--- config.mk ---
export PLATFORM = sky130hd
export DESIGN_NAME = varint_and_letter_field_decoder
export DESIGN_NICKNAME = d
export VERILOG_FILES = /design/src/hdl/vlfd_pkg.sv /design/src/hdl/varint_and_letter_field_decoder.sv /design/src/hdl/vlfd_core.sv /design/src/hdl/vlfd_out_queue.sv
export SDC_FILE = /design/constraint.sdc
export NUM_CORES = 1
export LEC_CHECK = 0
export BUFFER_PORTS_ARGS = -buffer_cell sky130_fd_sc_hd__buf_2
export CAP_MARGIN = 25
export CORE_MARGIN = 3
export CORE_UTILIZATION = 60
export CTS_CLUSTER_SIZE = 24
export DETAILED_ROUTE_END_ITERATION = 12
export GPL_TIMING_DRIVEN = 0
export PLACE_DENSITY = 0.83
export SETUP_SLACK_MARGIN = 0.05
export SLEW_MARGIN = 20
export SYNTH_ARGS = -nofsm -noshare
export SYNTH_HDL_FRONTEND = slang
export SYNTH_HIERARCHICAL = 1
export SYNTH_SLANG_ARGS = --single-unit
--- constraint.sdc ---
create_clock -name clk -period 11.9 [get_ports clk]
set_clock_uncertainty 0.1 [all_clocks]
set_input_delay 0.595 -clock clk [delete_from_list [all_inputs] [get_ports clk]]
set_output_delay 0.595 -clock clk [all_outputs]
set_load 0.03 [all_outputs]
--- src/hdl/vlfd_pkg.sv ---
package vlfd_pkg;

    localparam int MAX_LETTERS_DEFAULT = 126;
    localparam int VALUE_BITS_DEFAULT  = 64;
    localparam int NUM_SLOTS           = 4;
    localparam int END_SLOT            = 3;
    localparam logic [7:0] LETTER_BASE = 8'd96;
    localparam logic [6:0] SHIFT_MAX   = 7'd127;

    typedef enum logic [1:0] {
        OP_UNSIGNED = 2'd0,
        OP_SIGNED   = 2'd1,
        OP_LETTERS  = 2'd2,
        OP_RESERVED = 2'd3
    } op_t;

    typedef enum logic [1:0] {
        KIND_UNSIGNED = 2'd0,
        KIND_SIGNED   = 2'd1,
        KIND_LETTER   = 2'd2,
        KIND_END      = 2'd3
    } kind_t;

    typedef struct packed {
        kind_t      kind;
        logic [7:0] letter;
        logic       last_flag;
        logic       overflow;
    } res_t;

    typedef struct packed {
        logic [NUM_SLOTS-1:0] mask;
        res_t [NUM_SLOTS-1:0] slot;
        logic [63:0]          number;
    } bundle_t;

endpackage

--- src/hdl/varint_and_letter_field_decoder.sv ---
// Channel   Direction  Handshake              Payload
// input     in         in_valid / in_ready    opcode[1:0], data_byte[7:0]
// output    out        out_valid / out_ready  kind[1:0], number[63:0], letter[7:0],
//                                             last_flag, overflow
//
// A byte is decoded in the cycle it is accepted and its results are registered.
// A byte that gives no result or one result leaves room for the next byte in the
// following cycle if out_ready is set, so number fields run at one byte per cycle.
// A letter pair can give up to four results, drained one per output beat from the
// result register; input is held off until its last beat is taken.
// Reset clears the field state and empties the result register.
module varint_and_letter_field_decoder #(
    parameter int MAX_LETTERS = vlfd_pkg::MAX_LETTERS_DEFAULT,
    parameter int VALUE_BITS  = vlfd_pkg::VALUE_BITS_DEFAULT
) (
    input  logic        clk,
    input  logic        rst_n,
    input  logic        in_valid,
    output logic        in_ready,
    input  logic [1:0]  opcode,
    input  logic [7:0]  data_byte,
    output logic        out_valid,
    input  logic        out_ready,
    output logic [1:0]  kind,
    output logic [63:0] number,
    output logic [7:0]  letter,
    output logic        last_flag,
    output logic        overflow
);

    vlfd_pkg::bundle_t bundle;
    logic accept;

    assign accept = in_valid && in_ready;

    vlfd_core #(
        .MAX_LETTERS(MAX_LETTERS),
        .VALUE_BITS (VALUE_BITS)
    ) u_core (
        .clk      (clk),
        .rst_n    (rst_n),
        .accept   (accept),
        .opcode   (opcode),
        .data_byte(data_byte),
        .bundle   (bundle)
    );

    vlfd_out_queue u_queue (
        .clk      (clk),
        .rst_n    (rst_n),
        .load     (accept),
        .bundle   (bundle),
        .free     (in_ready),
        .out_valid(out_valid),
        .out_ready(out_ready),
        .kind     (kind),
        .number   (number),
        .letter   (letter),
        .last_flag(last_flag),
        .overflow (overflow)
    );

endmodule

--- src/hdl/vlfd_core.sv ---
module vlfd_core #(
    parameter int MAX_LETTERS = vlfd_pkg::MAX_LETTERS_DEFAULT,
    parameter int VALUE_BITS  = vlfd_pkg::VALUE_BITS_DEFAULT
) (
    input  logic              clk,
    input  logic              rst_n,
    input  logic              accept,
    input  logic [1:0]        opcode,
    input  logic [7:0]        data_byte,
    output vlfd_pkg::bundle_t bundle
);

    localparam logic [63:0] VMASK   = {64{1'b1}} >> (64 - VALUE_BITS);
    localparam logic [7:0]  MAXL    = 8'(MAX_LETTERS);
    localparam logic [7:0]  VBITS   = 8'(VALUE_BITS);

    logic [63:0]         acc_reg, acc_next;
    logic [6:0]          shift_reg, shift_next;
    logic                in_field_reg, in_field_next;
    vlfd_pkg::kind_t     kind_reg, kind_next;
    logic                neg_reg, neg_next;
    logic [7:0]          pend_reg, pend_next;
    logic                have_reg, have_next;
    logic                null_reg, null_next;
    logic [7:0]          count_reg, count_next;
    logic                ovf_reg, ovf_next;

    always_comb
    begin
        logic [15:0] pair;
        logic [4:0]  code;
        logic [6:0]  chunk;
        logic [7:0]  nbits;
        logic [7:0]  ssum;
        logic [63:0] v;
        logic        done;

        acc_next      = acc_reg;
        shift_next    = shift_reg;
        in_field_next = in_field_reg;
        kind_next     = kind_reg;
        neg_next      = neg_reg;
        pend_next     = pend_reg;
        have_next     = have_reg;
        null_next     = null_reg;
        count_next    = count_reg;
        ovf_next      = ovf_reg;
        bundle        = '0;
        pair          = '0;
        code          = '0;
        chunk         = '0;
        nbits         = 8'd7;
        ssum          = '0;
        v             = '0;
        done          = 1'b0;

        if (!in_field_reg)
        begin
            acc_next      = '0;
            shift_next    = '0;
            neg_next      = 1'b0;
            pend_next     = '0;
            have_next     = 1'b0;
            null_next     = 1'b0;
            count_next    = '0;
            ovf_next      = 1'b0;
            in_field_next = 1'b1;
            unique case (vlfd_pkg::op_t'(opcode))
                vlfd_pkg::OP_SIGNED:  kind_next = vlfd_pkg::KIND_SIGNED;
                vlfd_pkg::OP_LETTERS: kind_next = vlfd_pkg::KIND_LETTER;
                default:              kind_next = vlfd_pkg::KIND_UNSIGNED;
            endcase
        end

        if (kind_next == vlfd_pkg::KIND_LETTER)
        begin
            if (!have_next)
            begin
                pend_next = data_byte;
                have_next = 1'b1;
            end
            else
            begin
                pair      = {pend_next, data_byte};
                have_next = 1'b0;
                for (int j = 0; j < 3; j++)
                begin
                    code = pair[11-5*j +: 5];
                    if (!null_next)
                    begin
                        if (code == 5'd0 && j != 0)
                        begin
                            null_next = 1'b1;
                        end
                        else if (count_next < MAXL)
                        begin
                            count_next                 = count_next + 8'd1;
                            bundle.mask[j]             = 1'b1;
                            bundle.slot[j].kind        = vlfd_pkg::KIND_LETTER;
                            bundle.slot[j].letter      = {3'b000, code} + vlfd_pkg::LETTER_BASE;
                            bundle.slot[j].last_flag   = 1'b0;
                            bundle.slot[j].overflow    = ovf_next;
                        end
                        else
                        begin
                            ovf_next = 1'b1;
                        end
                    end
                end
                if (!pair[0])
                begin
                    bundle.mask[vlfd_pkg::END_SLOT]           = 1'b1;
                    bundle.slot[vlfd_pkg::END_SLOT].kind      = vlfd_pkg::KIND_END;
                    bundle.slot[vlfd_pkg::END_SLOT].letter    = '0;
                    bundle.slot[vlfd_pkg::END_SLOT].last_flag = 1'b1;
                    bundle.slot[vlfd_pkg::END_SLOT].overflow  = ovf_next;
                    done = 1'b1;
                end
            end
        end
        else
        begin
            if (!in_field_reg && kind_next == vlfd_pkg::KIND_SIGNED)
            begin
                neg_next = data_byte[7];
                chunk    = {1'b0, data_byte[6:1]};
                nbits    = 8'd6;
            end
            else
            begin
                chunk = data_byte[7:1];
            end
            for (int p = 0; p < 7; p++)
            begin
                if (chunk[p] && ({1'b0, shift_next} + 8'(p) >= VBITS))
                begin
                    ovf_next = 1'b1;
                end
            end
            acc_next   = acc_next | (({57'd0, chunk} << shift_next) & VMASK);
            ssum       = {1'b0, shift_next} + nbits;
            shift_next = (ssum > {1'b0, vlfd_pkg::SHIFT_MAX}) ? vlfd_pkg::SHIFT_MAX : ssum[6:0];
            if (!data_byte[0])
            begin
                v = acc_next & VMASK;
                if (kind_next == vlfd_pkg::KIND_SIGNED)
                begin
                    if (neg_next)
                    begin
                        v = (64'd0 - v) & VMASK;
                    end
                    if (v[VALUE_BITS-1])
                    begin
                        v = v | ~VMASK;
                    end
                end
                bundle.mask[0]           = 1'b1;
                bundle.slot[0].kind      = kind_next;
                bundle.slot[0].letter    = '0;
                bundle.slot[0].last_flag = 1'b1;
                bundle.slot[0].overflow  = ovf_next;
                bundle.number            = v;
                done = 1'b1;
            end
        end

        if (done)
        begin
            acc_next      = '0;
            shift_next    = '0;
            in_field_next = 1'b0;
            kind_next     = vlfd_pkg::KIND_UNSIGNED;
            neg_next      = 1'b0;
            pend_next     = '0;
            have_next     = 1'b0;
            null_next     = 1'b0;
            count_next    = '0;
            ovf_next      = 1'b0;
        end
    end

    always_ff @(posedge clk or negedge rst_n)
    begin
        if (!rst_n)
        begin
            acc_reg      <= '0;
            shift_reg    <= '0;
            in_field_reg <= 1'b0;
            kind_reg     <= vlfd_pkg::KIND_UNSIGNED;
            neg_reg      <= 1'b0;
            pend_reg     <= '0;
            have_reg     <= 1'b0;
            null_reg     <= 1'b0;
            count_reg    <= '0;
            ovf_reg      <= 1'b0;
        end
        else if (accept)
        begin
            acc_reg      <= acc_next;
            shift_reg    <= shift_next;
            in_field_reg <= in_field_next;
            kind_reg     <= kind_next;
            neg_reg      <= neg_next;
            pend_reg     <= pend_next;
            have_reg     <= have_next;
            null_reg     <= null_next;
            count_reg    <= count_next;
            ovf_reg      <= ovf_next;
        end
    end

endmodule

--- src/hdl/vlfd_out_queue.sv ---
module vlfd_out_queue (
    input  logic              clk,
    input  logic              rst_n,
    input  logic              load,
    input  vlfd_pkg::bundle_t bundle,
    output logic              free,
    output logic              out_valid,
    input  logic              out_ready,
    output logic [1:0]        kind,
    output logic [63:0]       number,
    output logic [7:0]        letter,
    output logic              last_flag,
    output logic              overflow
);

    logic [vlfd_pkg::NUM_SLOTS-1:0] mask_reg, mask_next;
    vlfd_pkg::res_t [vlfd_pkg::NUM_SLOTS-1:0] slot_reg;
    logic [63:0] number_reg;
    logic [vlfd_pkg::NUM_SLOTS-1:0] sel;
    vlfd_pkg::res_t cur;
    logic beat;

    assign sel       = mask_reg & (~mask_reg + 1'b1);
    assign out_valid = |mask_reg;
    assign beat      = out_valid && out_ready;
    assign free      = (mask_reg == '0) || ($onehot(mask_reg) && out_ready);

    always_comb
    begin
        cur = '0;
        for (int i = 0; i < vlfd_pkg::NUM_SLOTS; i++)
        begin
            if (sel[i])
            begin
                cur = slot_reg[i];
            end
        end
    end

    always_comb
    begin
        mask_next = mask_reg;
        if (beat)
        begin
            mask_next = mask_reg & ~sel;
        end
        if (load)
        begin
            mask_next = bundle.mask;
        end
    end

    always_ff @(posedge clk or negedge rst_n)
    begin
        if (!rst_n)
        begin
            mask_reg <= '0;
        end
        else
        begin
            mask_reg <= mask_next;
        end
    end

    always_ff @(posedge clk)
    begin
        if (load)
        begin
            slot_reg   <= bundle.slot;
            number_reg <= bundle.number;
        end
    end

    assign kind      = cur.kind;
    assign number    = number_reg;
    assign letter    = cur.letter;
    assign last_flag = cur.last_flag;
    assign overflow  = cur.overflow;

endmodule

# After elaboration in Yosys (flattened, before gate mapping)
# Index checks and enable logic that the tools add are counted.
# word_totals
ff_bits,210
output_inout_bits,78
wordCells,205
# op_classes
n_addsub,18
order_cmp,11
eq_ne,5
shift,1
n_mux,108
bitwise,9
n_reduce_logical,25
# ops
cell,n
two-way mux 64 bit,5
two-way mux 12 bit,14
two-way mux 8 bit,21
two-way mux 76 bit,1
OR 64 bit,1
left shift 7 x 7 -> 64 bit,1
"subtractor 1 x 64 -> 64 bit, first input constant",1
two-way mux 1 bit,54
two-way mux 52 bit,1
">= comparator 8 x 7 -> 1 bit, second input constant",6
two-way mux 7 bit,6
"adder 5 x 7 -> 8 bit, second input constant",3
"adder 7 x 3 -> 8 bit, second input constant",3
"adder 8 x 1 -> 8 bit, second input constant",3
"less-than comparator 8 x 7 -> 1 bit, second input constant",3
"adder 7 x 2 -> 8 bit, second input constant",2
OR reduction 4 bit,3
logical AND 1 bit,11
logical NOT 5 bit,2
OR reduction 5 bit,2
"adder 7 x 1 -> 8 bit, second input constant",1
adder 7 x 8 -> 8 bit,1
bitwise AND 4 bit,2
"> comparator 8 x 7 -> 1 bit, second input constant",1
other kinds (20),29

# Longest topological paths before layout
# Gate-level depths: netlist of the first run.
# depth
ltp_word,20
depth_mapped,21
mapped_depth_nobuf,15

# By module
# Netlist of the first run, hierarchy kept.
# by_module_without_submodules
module,instances,cells_per_inst,area_each_um2,seq_area_each_um2
vlfd_core,1,1247,9382.7,2352.3
vlfd_out_queue,1,203,4033.9,3463.3
varint_and_letter_field_decoder,1,1,6.3,0.0

# Worst setup path before layout of the first run
# OpenSTA, ideal clock, no wires.
# synth_path
path_type,reg-to-reg
from,reg u_queue/mask_reg[0] (netlist bit)
to,reg u_core.acc_reg[16]
arrival_ns,6.335
setup_slack_ns,5.380
stages_incl_launch_ff,17
n_path_buf,3
synth_period_minus_slack_ns,6.520
cell_sequence,dfrtp_1 > inv_1 > fa_1 > inv_1 > ha_1 > ha_1 > or4bb_1 > nand2_1 > and2_1 > o21a_1 > clkbuf_1 > nand2_1 > clkbuf_1 > clkbuf_1 > o21ai_0 > nand2_1 > o21ai_0
# synth_via
elab_chain_cells,6
# synth_rtl
item,line,rtl
"start, declared",vlfd_out_queue.sv:16,"logic [vlfd_pkg::NUM_SLOTS-1:0] mask_reg, mask_next;"
"start signal, assigned",vlfd_out_queue.sv:61,mask_reg <= mask_next;
adder 1 x 1 -> 2 bit (not written as such),vlfd_out_queue.sv:26,assign free = (mask_reg == '0) || ($onehot(mask_reg) && out_ready);
adder 3 bit (not written as such),vlfd_out_queue.sv:26,
== test 3 x 1 -> 1 bit,vlfd_out_queue.sv:26,
logical AND 1 bit,vlfd_out_queue.sv:26,
logical OR 1 bit *,vlfd_out_queue.sv:26,
net in_ready,varint_and_letter_field_decoder.sv:19,"output logic in_ready,"
logical AND 1 bit *,varint_and_letter_field_decoder.sv:34,assign accept = in_valid && in_ready;
net accept,varint_and_letter_field_decoder.sv:32,logic accept;
"end signal, assigned",vlfd_core.sv:199,acc_reg <= acc_next;
"end, declared",vlfd_core.sv:17,"logic [63:0] acc_reg, acc_next;"
# Mark *: on every way through the listed nets, which the timed path passes. The rest lies on a longest branch.
# A chain may end at the register's enable or synchronous reset.

# Worst setup path in the final report of the first run
# layout_path
from,reg u_core.in_field_reg
to,"reg u_queue.number_reg[62], in the netlist u_queue/number[62] (data pin)"
# layout_via
elab_chain_cells,10
# layout_rtl
item,line,rtl
"start, declared",vlfd_core.sv:19,"logic in_field_reg, in_field_next;"
"start signal, assigned",vlfd_core.sv:201,in_field_reg <= in_field_next;
two-way mux 2 bit,vlfd_core.sv:57,if (!in_field_reg)
== test 2 x 1 -> 1 bit,"vlfd_core.sv:123, vlfd_core.sv:146",
logical AND 1 bit,vlfd_core.sv:123,if (!in_field_reg && kind_next == vlfd_pkg::KIND_SIGNED)
two-way mux 7 bit,vlfd_core.sv:123,
two-way mux 7 bit,vlfd_core.sv:75,if (kind_next == vlfd_pkg::KIND_LETTER)
left shift 7 x 7 -> 64 bit,vlfd_core.sv:140,"acc_next = acc_next | (({57'd0, chunk} << shift_next) & VMASK);"
OR 64 bit,vlfd_core.sv:140,
subtractor 1 x 64 -> 64 bit,vlfd_core.sv:150,v = (64'd0 - v) & VMASK;
two-way mux 64 bit,vlfd_core.sv:148,if (neg_next)
two-way mux 64 bit,vlfd_core.sv:146,if (kind_next == vlfd_pkg::KIND_SIGNED)
"end signal, assigned",vlfd_out_queue.sv:70,number_reg <= bundle.number;
"end, declared",vlfd_out_queue.sv:18,logic [63:0] number_reg;
# Several ways; a longest one is shown, not always the timed one. The select of a mux whose other input is x is not followed.

==> reports/metrics.csv, run 1 <==
stage,metric,value,unit
clocking,cts_inserted_buffers,24,
worst_setup_path,reg2regPathDepth,20,
sta,rsz0062_at_grt,false,
detailed_routing,routedWlPerCell,25.0,um
floorplanning,start_util,61.3,%
power,p_switching,1.61,mW
clocking,clk_latency,0.53,ns
clocking,clk_path_buf_depth,3,
logic_synthesis,synth-seq-cells,210,
run,maxCapViolCount,0,
layout,nFillCells,1746,
layout,num-nets-final,1611,
detailed_routing,drc,0,
clocking,postCtsSetupBuffers,0,
logic_synthesis,synthMuxAreaShare,1.39,%
logic_synthesis,synth_ff_type,edfxtp_1,
global_route,grt_pass1_wl,70.6,mm
logic_synthesis,synth-seq-area-share,43.3,%
worst_setup_path,path_cells,buf_4 > buf_6 > buf_6 > buf_6 > buf_4 > buf_2 > clkbuf_1 > buf_2 > buf_2 > clkbuf_1 > buf_2 > a22oi_1 > ha_1 > nand2_1 > a211oi_1 > nand4_1 > nor3_2 > and3_1 > a21oi_1 > or3_1,
logic_synthesis,synth_top_family_by_area,compound AO/OA/AOI/OAI gates,
worst_setup_path,r2r_slack,5.01,ns
hold_path,whs_path_depth,4,
detailed_routing,viasPerCell,7.06,
clocking,clkTransAtPathRegs,0.06,ns
logic_synthesis,async_flop_share,46.7,%
floorplanning,io_pins,92,
sta,slew_violations,0,
clocking,cts_sinks,210,
power,power_frac_seq,30.4,%
placement,place_area,14400,um^2
sta,fmax,145,MHz
logic_synthesis,netlist_area,13400,um^2
worst_setup_path,worst-path-stages,20,
layout,layout_common_cells,"nand2_1 (172), nor2_1 (135), o21ai_0 (128)",
power,powerDensity,227,nW/um^2
detailed_routing,drt-total-wl,47.1,mm
run_status,outcome,"finished, final reports clean",
hold_path,hp-class,input pin to flop,
worst_setup_path,cpPeakStageDelay,0.64,ns
sta,min_period,6.89,ns
layout,drive_above_1_share,15.0,%
sta,fin_crit_sh,57.9,%
power,power.leakage,6.10,nW
logic_synthesis,synth_area_per_cell,9.25,um^2
sta,setup_tns,0,ns
power,p_comb_share,47.6,%
sta,setup_viol,0,
logic_synthesis,synth_compound_area_share,24.3,%
worst_setup_path,crit_top_cell,buf_2,
worst_setup_path,worst_ep_required_time,12.07,ns
floorplanning,die-width,156,um
clocking,h-tree-depth,1,
clocking,cts_root_buf,clkbuf_16,
layout,design_area,15200,um^2
global_route,grt_max_degree,61,
worst_setup_path,start_kind,flop,
logic_synthesis,synth_edf_count,112,
global_route,grt_overflow_total,0,
floorplanning,die_h,156,um
sta,hold_violations,0,
power,switching_share,46.6,%
logic_synthesis,synthSimpleGateAreaFrac,21.2,%
worst_setup_path,critical_path_peak_fanout,10,
sta,worst_pin_slew,1.15,ns
floorplanning,rows,54,
logic_synthesis,syn_inst,1451,
logic_synthesis,synthAdderAreaFrac,1.17,%
clocking,post_cts_resized,0,
worst_setup_path,cp-end-kind,flop,
detailed_routing,ant_nets,0,
floorplanning,die_area,24200,um^2
power,internal-power,1.85,mW
worst_setup_path,worstSetupPathType,flop to flop,
sta,relSlewSlack,23.4,%
global_route,antenna_found_initial,1,
placement,hpwl,33.5,mm
global_route,grtUsageTotal,37.5,%
floorplanning,core_area,21900,um^2
global_route,grt_pass1_vias,12200,
worst_setup_path,critical_path.slowest_cell,nor3_2,
power,p_clk_share,22.0,%
detailed_routing,via_count,13300,
detailed_routing,drt_iter0_drc,1870,
worst_setup_path,cp_data_arrival_time,7.06,ns
logic_synthesis,yosysWarnings,6,
clocking,cts_tree,yes,
placement,port_buffers,87,
layout,layout_commonest_cell,nand2_1,
power,peakVddDrop,0.131,mV
worst_setup_path,critPathBufInv,11,
logic_synthesis,synth_xor_area_share,3.20,%
logic_synthesis,synth.distinct_cells,114,
layout,area_delta_synth_final,13.2,%
worst_setup_path,cp_top_family,buffers and inverters,
placement,gp_congestion,1.02,
detailed_routing,first_pass_iters,6,
layout,diodes,0,
[worst reg2reg max path, stage by stage (launching register included)]
cell,delay (ns)
dfrtp_1,0.46
buf_4,0.22
buf_6,0.16
buf_6,0.15
buf_6,0.17
buf_4,0.21
buf_2,0.27
clkbuf_1,0.44
buf_2,0.36
buf_2,0.26
clkbuf_1,0.43
buf_2,0.42
a22oi_1,0.33
ha_1,0.23
nand2_1,0.06
a211oi_1,0.42
nand4_1,0.41
nor3_2,0.64
and3_1,0.43
a21oi_1,0.10
or3_1,0.39
[metrics by stage]
stage	setup slack, ns	util, %	power (mW)	instances	hold WS, ns
5_1_grt	4.98	69.4	3.56	1883	0.386
2_1_floorplan	5.38	-	2.08	1465	0.199
6_report	5.01	69.4	3.46	1883	0.342
3_3_place_gp	3.86	65.1	2.59	1832	0.357
4_1_cts	5.37	69.4	3.39	1882	0.344
3_5_place_dp	5.38	65.7	2.62	1837	0.364
[path summary, 6_finish.rpt]
path                                          start                  end
worst max-delay path            u_core/in_field_reg   u_queue/number[62]
worst min-delay path                      out_ready  u_queue/mask_reg[2]
worst max register to register  u_core/in_field_reg   u_queue/number[62]
worst min register to register   u_core/acc_reg[34]   u_core/acc_reg[34]
max in group asynchronous                     rst_n    u_core/acc_reg[7]
min in group asynchronous                     rst_n  u_core/count_reg[2]
[timing repair]
action | 4_1_cts | 5_1_grt
hold endpoints to repair | 38 | 0
endpoints found under the setup margin | 0 | 0
hold buffers | 1 | 0
[synthesized netlist by cell type, types with 10 or more instances]
master	number	share of area (%)
a211oi_1	14	0.78
a21oi_1	52	1.9
a221oi_1	21	1.4
a222oi_1	10	0.75
a22o_1	37	2.4
a22oi_1	15	0.84
a31oi_1	22	1.0
a41oi_1	11	0.72
and2_1	20	0.93
and3_1	21	0.98
buf_2	23	0.86
buf_4	29	1.6
clkbuf_1	60	1.7
dfrtp_1	98	18
edfxtp_1	112	25
ha_1	11	1.0
inv_1	22	0.62
nand2_1	172	4.8
nand2b_1	10	0.47
nand3_1	46	1.7
nand4_1	21	0.98
nor2_1	135	3.8
nor2b_1	10	0.47
nor3_1	38	1.4
nor4_1	13	0.61
o211ai_1	11	0.62
o21ai_0	128	4.8
o31ai_1	26	1.5
xnor2_1	17	1.1
xor2_1	32	2.1
[final cells by class]
type                            count  area (um^2)  area share, %
Buffer                            122          634           4.17
Clock buffer                       35          703           4.63
Clock inverter                      9         95.1          0.626
Inverter                           25         93.8          0.618
Multi-Input combinational cell   1108         6950           45.8
Sequential cell                   210         5820           38.3
Tap cell                          280          350           2.31
Timing Repair Buffer               94          548           3.61
[cell families after synthesis]
| logic type | Yosys count |
|---|---|
| xor gates and xnor gates | 49 |
| and+or+nand+nor | 560 |
| DFF | 210 |
| AOI/OAI and AO/OA | 455 |
| adders and majority gates | 12 |
| buffers and inverters | 147 |
| other | 1 |
| muxes | 17 |
[routing by layer]
metal  up-vias  global-route usage (%)  part of all wire [%]
met5         -                    2.98                  0.25
met4         4                    12.8                   4.2
met3       190                    8.85                    14
met2      1015                    56.8                    44
met1      6357                    53.0                    38
li1       5726                       -                     -
[power groups by stage]
stage          clock network (mW)  registers, mW  logic [mW]
6_report                    0.762           1.05        1.64
5_1_grt                     0.789           1.07        1.70
4_1_cts                     0.763           1.05        1.57
3_5_place_dp                    0           1.06        1.56
3_3_place_gp                    0           1.08        1.51
2_1_floorplan                   0           1.20       0.881
Note: power is estimated with default switching activity, not from simulation.
==> inputs of run 2 (changes only) <==
--- a/config.mk
+++ b/config.mk
@@ -5,14 +5,15 @@
 export SDC_FILE = /design/constraint.sdc
 export NUM_CORES = 1
 export LEC_CHECK = 0
+export ABC_AREA = 1
 export BUFFER_PORTS_ARGS = -buffer_cell sky130_fd_sc_hd__buf_2
 export CAP_MARGIN = 25
 export CORE_MARGIN = 3
-export CORE_UTILIZATION = 60
+export CORE_UTILIZATION = 56
 export CTS_CLUSTER_SIZE = 24
 export DETAILED_ROUTE_END_ITERATION = 12
 export GPL_TIMING_DRIVEN = 0
-export PLACE_DENSITY = 0.83
+export PLACE_DENSITY = 0.82
 export SETUP_SLACK_MARGIN = 0.05
 export SLEW_MARGIN = 20
 export SYNTH_ARGS = -nofsm -noshare
==> constraint.sdc (replaced) <==
create_clock -name clk -period 5.8 [get_ports clk]
set_clock_uncertainty 0.1 [all_clocks]
set_input_delay 0.29 -clock clk [delete_from_list [all_inputs] [get_ports clk]]
set_output_delay 0.29 -clock clk [all_outputs]
set_load 0.03 [all_outputs]
==> reports/metrics.csv, run 2 <==
stage,metric,value,unit,change
run_status,outcome,"finished, final reports clean",,
sta,setup_slack,1.39,ns,-3.62 ns
detailed_routing,via_count,13700,,+3.2%
layout,num-nets-final,1950,,+21%
logic_synthesis,synth-seq-area-share,42.2,%,-1.1 points
sta,relSlewSlack,34.1,%,+11 points
placement,hpwl,33.6,mm,+0.11%
clocking,post_cts_resized,0,,unchanged
detailed_routing,drt-total-wl,44.4,mm,-5.7%
sta,setup_viol,0,,unchanged
global_route,grtUsageTotal,33.2,%,-4.3 points
logic_synthesis,netlist_area,13800,um^2,+2.6%
detailed_routing,drt_iter0_drc,1945,,+4.0%
floorplanning,io_pins,92,,unchanged
layout,layout_commonest_cell,nand2_1,,
logic_synthesis,yosys-top-cells-area,"edfxtp_1 (24%), dfrtp_1 (18%), nand2_1 (12%)",,
global_route,grt_pass1_wl,69.1,mm,-2.1%
global_route,top_usage_layer,met2,,
layout,seq_area,5820,um^2,unchanged
global_route,antenna_found_initial,0,,-1
clocking,cts_inserted_buffers,24,,unchanged
global_route,use_met2,49.9,%,-6.9 points
detailed_routing,ant_nets,0,,unchanged
power,powerDensity,502,nW/um^2,+120%
global_route,grtUsageMet3,8.98,%,+0.13 points
layout,finalCoreUtilization,65.8,%,-3.6 points
detailed_routing,viasPerCell,6.07,,-14%
detailed_routing,drc,0,,unchanged
logic_synthesis,synth-seq-cells,210,,unchanged
logic_synthesis,synth_most_common_cell,nand2_1,,
global_route,gr-usage-met1,45.8,%,-7.3 points
placement,gp_congestion,1.06,,+4.4%
placement,place_ws,1.42,ns,-3.96 ns
layout,diodes,0,,unchanged
global_route,grt_overflow_total,0,,unchanged
detailed_routing,routedWlPerCell,19.6,um,-21%
worst_setup_path,cp_data_arrival_time,4.69,ns,-2.37 ns
clocking,clkTransAtPathRegs,0.06,ns,about the same
logic_synthesis,yosysTopAreaCellShare,24.4,%,-0.63 points
clocking,cts_root_buf,clkbuf_16,,
clocking,postCtsSetupBuffers,0,,unchanged
logic_synthesis,syn_inst,1790,,+23%
clocking,clk_latency,0.53,ns,about the same
floorplanning,die_area,26500,um^2,+9.5%
clocking,cts_hold_buf,2,,+1
clocking,cts_tree,yes,,
layout,layout_common_cells,"nand2_1 (455), inv_1 (179), nor2_1 (155)",,
sta,rsz0062_at_grt,false,,
layout,nFillCells,2008,,+15%
sta,fmax,227,MHz,+56%
sta,hold_violations,0,,unchanged
sta,fin_crit_sh,76.1,%,+18 points
power,power.leakage,7.14,nW,+17%
floorplanning,die_h,163,um,+4.7%
floorplanning,die-width,163,um,+4.7%
logic_synthesis,synth_top_area_cell,edfxtp_1,,
logic_synthesis,synth.top_cells.by_count,"nand2_1 (455), inv_1 (180), nor2_1 (155)",,
logic_synthesis,async_flop_share,46.7,%,unchanged
clocking,cts_sinks,210,,unchanged
clocking,h-tree-depth,1,,unchanged
logic_synthesis,synth.distinct_cells,69,,-39%
worst_setup_path,critical_path_peak_fanout,70,,+60
logic_synthesis,yosysWarnings,6,,unchanged
sta,worst_pin_slew,0.978,ns,-0.171 ns
power,peakVddDrop,0.431,mV,+230%
sta,slew_violations,0,,unchanged
worst_setup_path,cp-end-kind,flop,,
layout,multi_input_area,6580,um^2,-5.3%
worst_setup_path,start_kind,flop,,
logic_synthesis,synth_ff_type,edfxtp_1,,
floorplanning,rows,56,,+3.7%
global_route,grt_pass1_vias,12700,,+4.1%
global_route,grt_max_degree,71,,+16%
worst_setup_path,r2r_slack,1.39,ns,-3.62 ns
worst_setup_path,worst_ep_required_time,6.08,ns,-5.99 ns
sta,setup_tns,0,ns,unchanged
worst_setup_path,worstSetupPathType,flop to flop,,
sta,min_period,4.41,ns,-2.48 ns
floorplanning,core_area,23800,um^2,+8.8%
layout,drive_above_1_share,16.8,%,+1.8 points
hold_path,hp-class,input pin to flop,,
floorplanning,start_util,57.8,%,-3.5 points
sta,whs,0.0482,ns,-0.294 ns
clocking,clk_path_buf_depth,3,,unchanged
detailed_routing,first_pass_iters,6,,unchanged
layout,area_delta_synth_final,13.8,%,
placement,port_buffers,90,,+3.4%
run,maxCapViolCount,0,,unchanged
logic_synthesis,synth_edf_count,112,,unchanged
logic_synthesis,synth_area_per_cell,7.69,um^2,-17%
## run 2: cell types whose count changed after synthesis, moves of 30 or more
cell / change
inv_1: +158
nand3_1: +70
a21oi_1: +65
o21ai_0: -58
nand2_1: +283
o21ai_1: +30
o22ai_1: +32
o32ai_1: +32
a22o_1: -36
## run 2: final timing paths
path / from / to / cells after the start
max: u_queue/mask_reg[0] / u_core/acc_reg[10] / 15
min: data_byte[7] / u_core/pend_reg[7] / 3
max reg2reg: u_queue/mask_reg[0] / u_core/acc_reg[10] / 15
min reg2reg: u_core/pend_reg[0] / u_core/pend_reg[0] / 2
max in group asynchronous: rst_n / u_core/acc_reg[30] / 3
min in group asynchronous: rst_n / u_core/null_reg / 2
## run 2: logic make-up (layout without fill, tap and decap cells)
kind of cell	Yosys count	after routing	share of synthesized area [%]
other	1	15	0.0272
buffers and inverters	320	458	10.3
flip-flops	210	210	42.2
XOR/XNOR	12	12	0.818
AND/OR/NAND/NOR	868	868	28.5
AO/OA/AOI/OAI	367	367	16.9
adder cells (fa/ha/maj)	12	12	1.14
## run 2: report_power, final
| part | total (mW) | internal (mW) | leakage, nW | switching [mW] |
|---|---|---|---|---|
| combinational | 3.97 | 1.02 | 4.24 | 2.94 |
| sequential | 2.15 | 1.99 | 2.46 | 0.151 |
| clock | 1.75 | 1.11 | 0.440 | 0.639 |
## run 2: stage by stage
| stage | instance area, um^2 | power (mW) | cells |
|---|---|---|---|
| 3_3_place_gp | 14700 | 5.91 | 2213 |
| 3_5_place_dp | 14700 | 5.98 | 2215 |
| 2_1_floorplan | 13800 | 4.87 | 1804 |
| 5_1_grt | 15700 | 8.27 | 2261 |
| 6_report | 15700 | 7.86 | 2261 |
| 4_1_cts | 15700 | 7.74 | 2261 |
## run 2: final cells by class
class / instances / share of cell area, %
multi-input combinational: 1274 / 42.0
sequential: 210 / 37.1
inverter: 214 / 5.21
clock buffer: 28 / 4.13
buffer: 106 / 3.91
timing repair buffer: 94 / 3.39
tap: 319 / 2.55
clock inverter: 16 / 1.67
## run 2: routing by layer
metal / vias to the layer above / part of all wire (%)
met3: 142 / 13
met2: 907 / 43
met4: 0 / 4.3
met1: 6388 / 40
li1: 6283 / -
met5: - / 0
## run 2: worst max-delay path, stage by stage (launching register included)
cell and delay, ns:
dfrtp_1 0.41, inv_2 0.11, fa_1 0.54, inv_1 0.04
ha_1 0.19, ha_1 0.28, nor2_1 0.13, nand3_1 0.10
nand2_1 0.09, nand2_1 0.11, inv_6 0.36, buf_16 0.34
clkbuf_1 0.24, clkbuf_1 0.59, clkbuf_1 0.45, o32ai_1 0.16
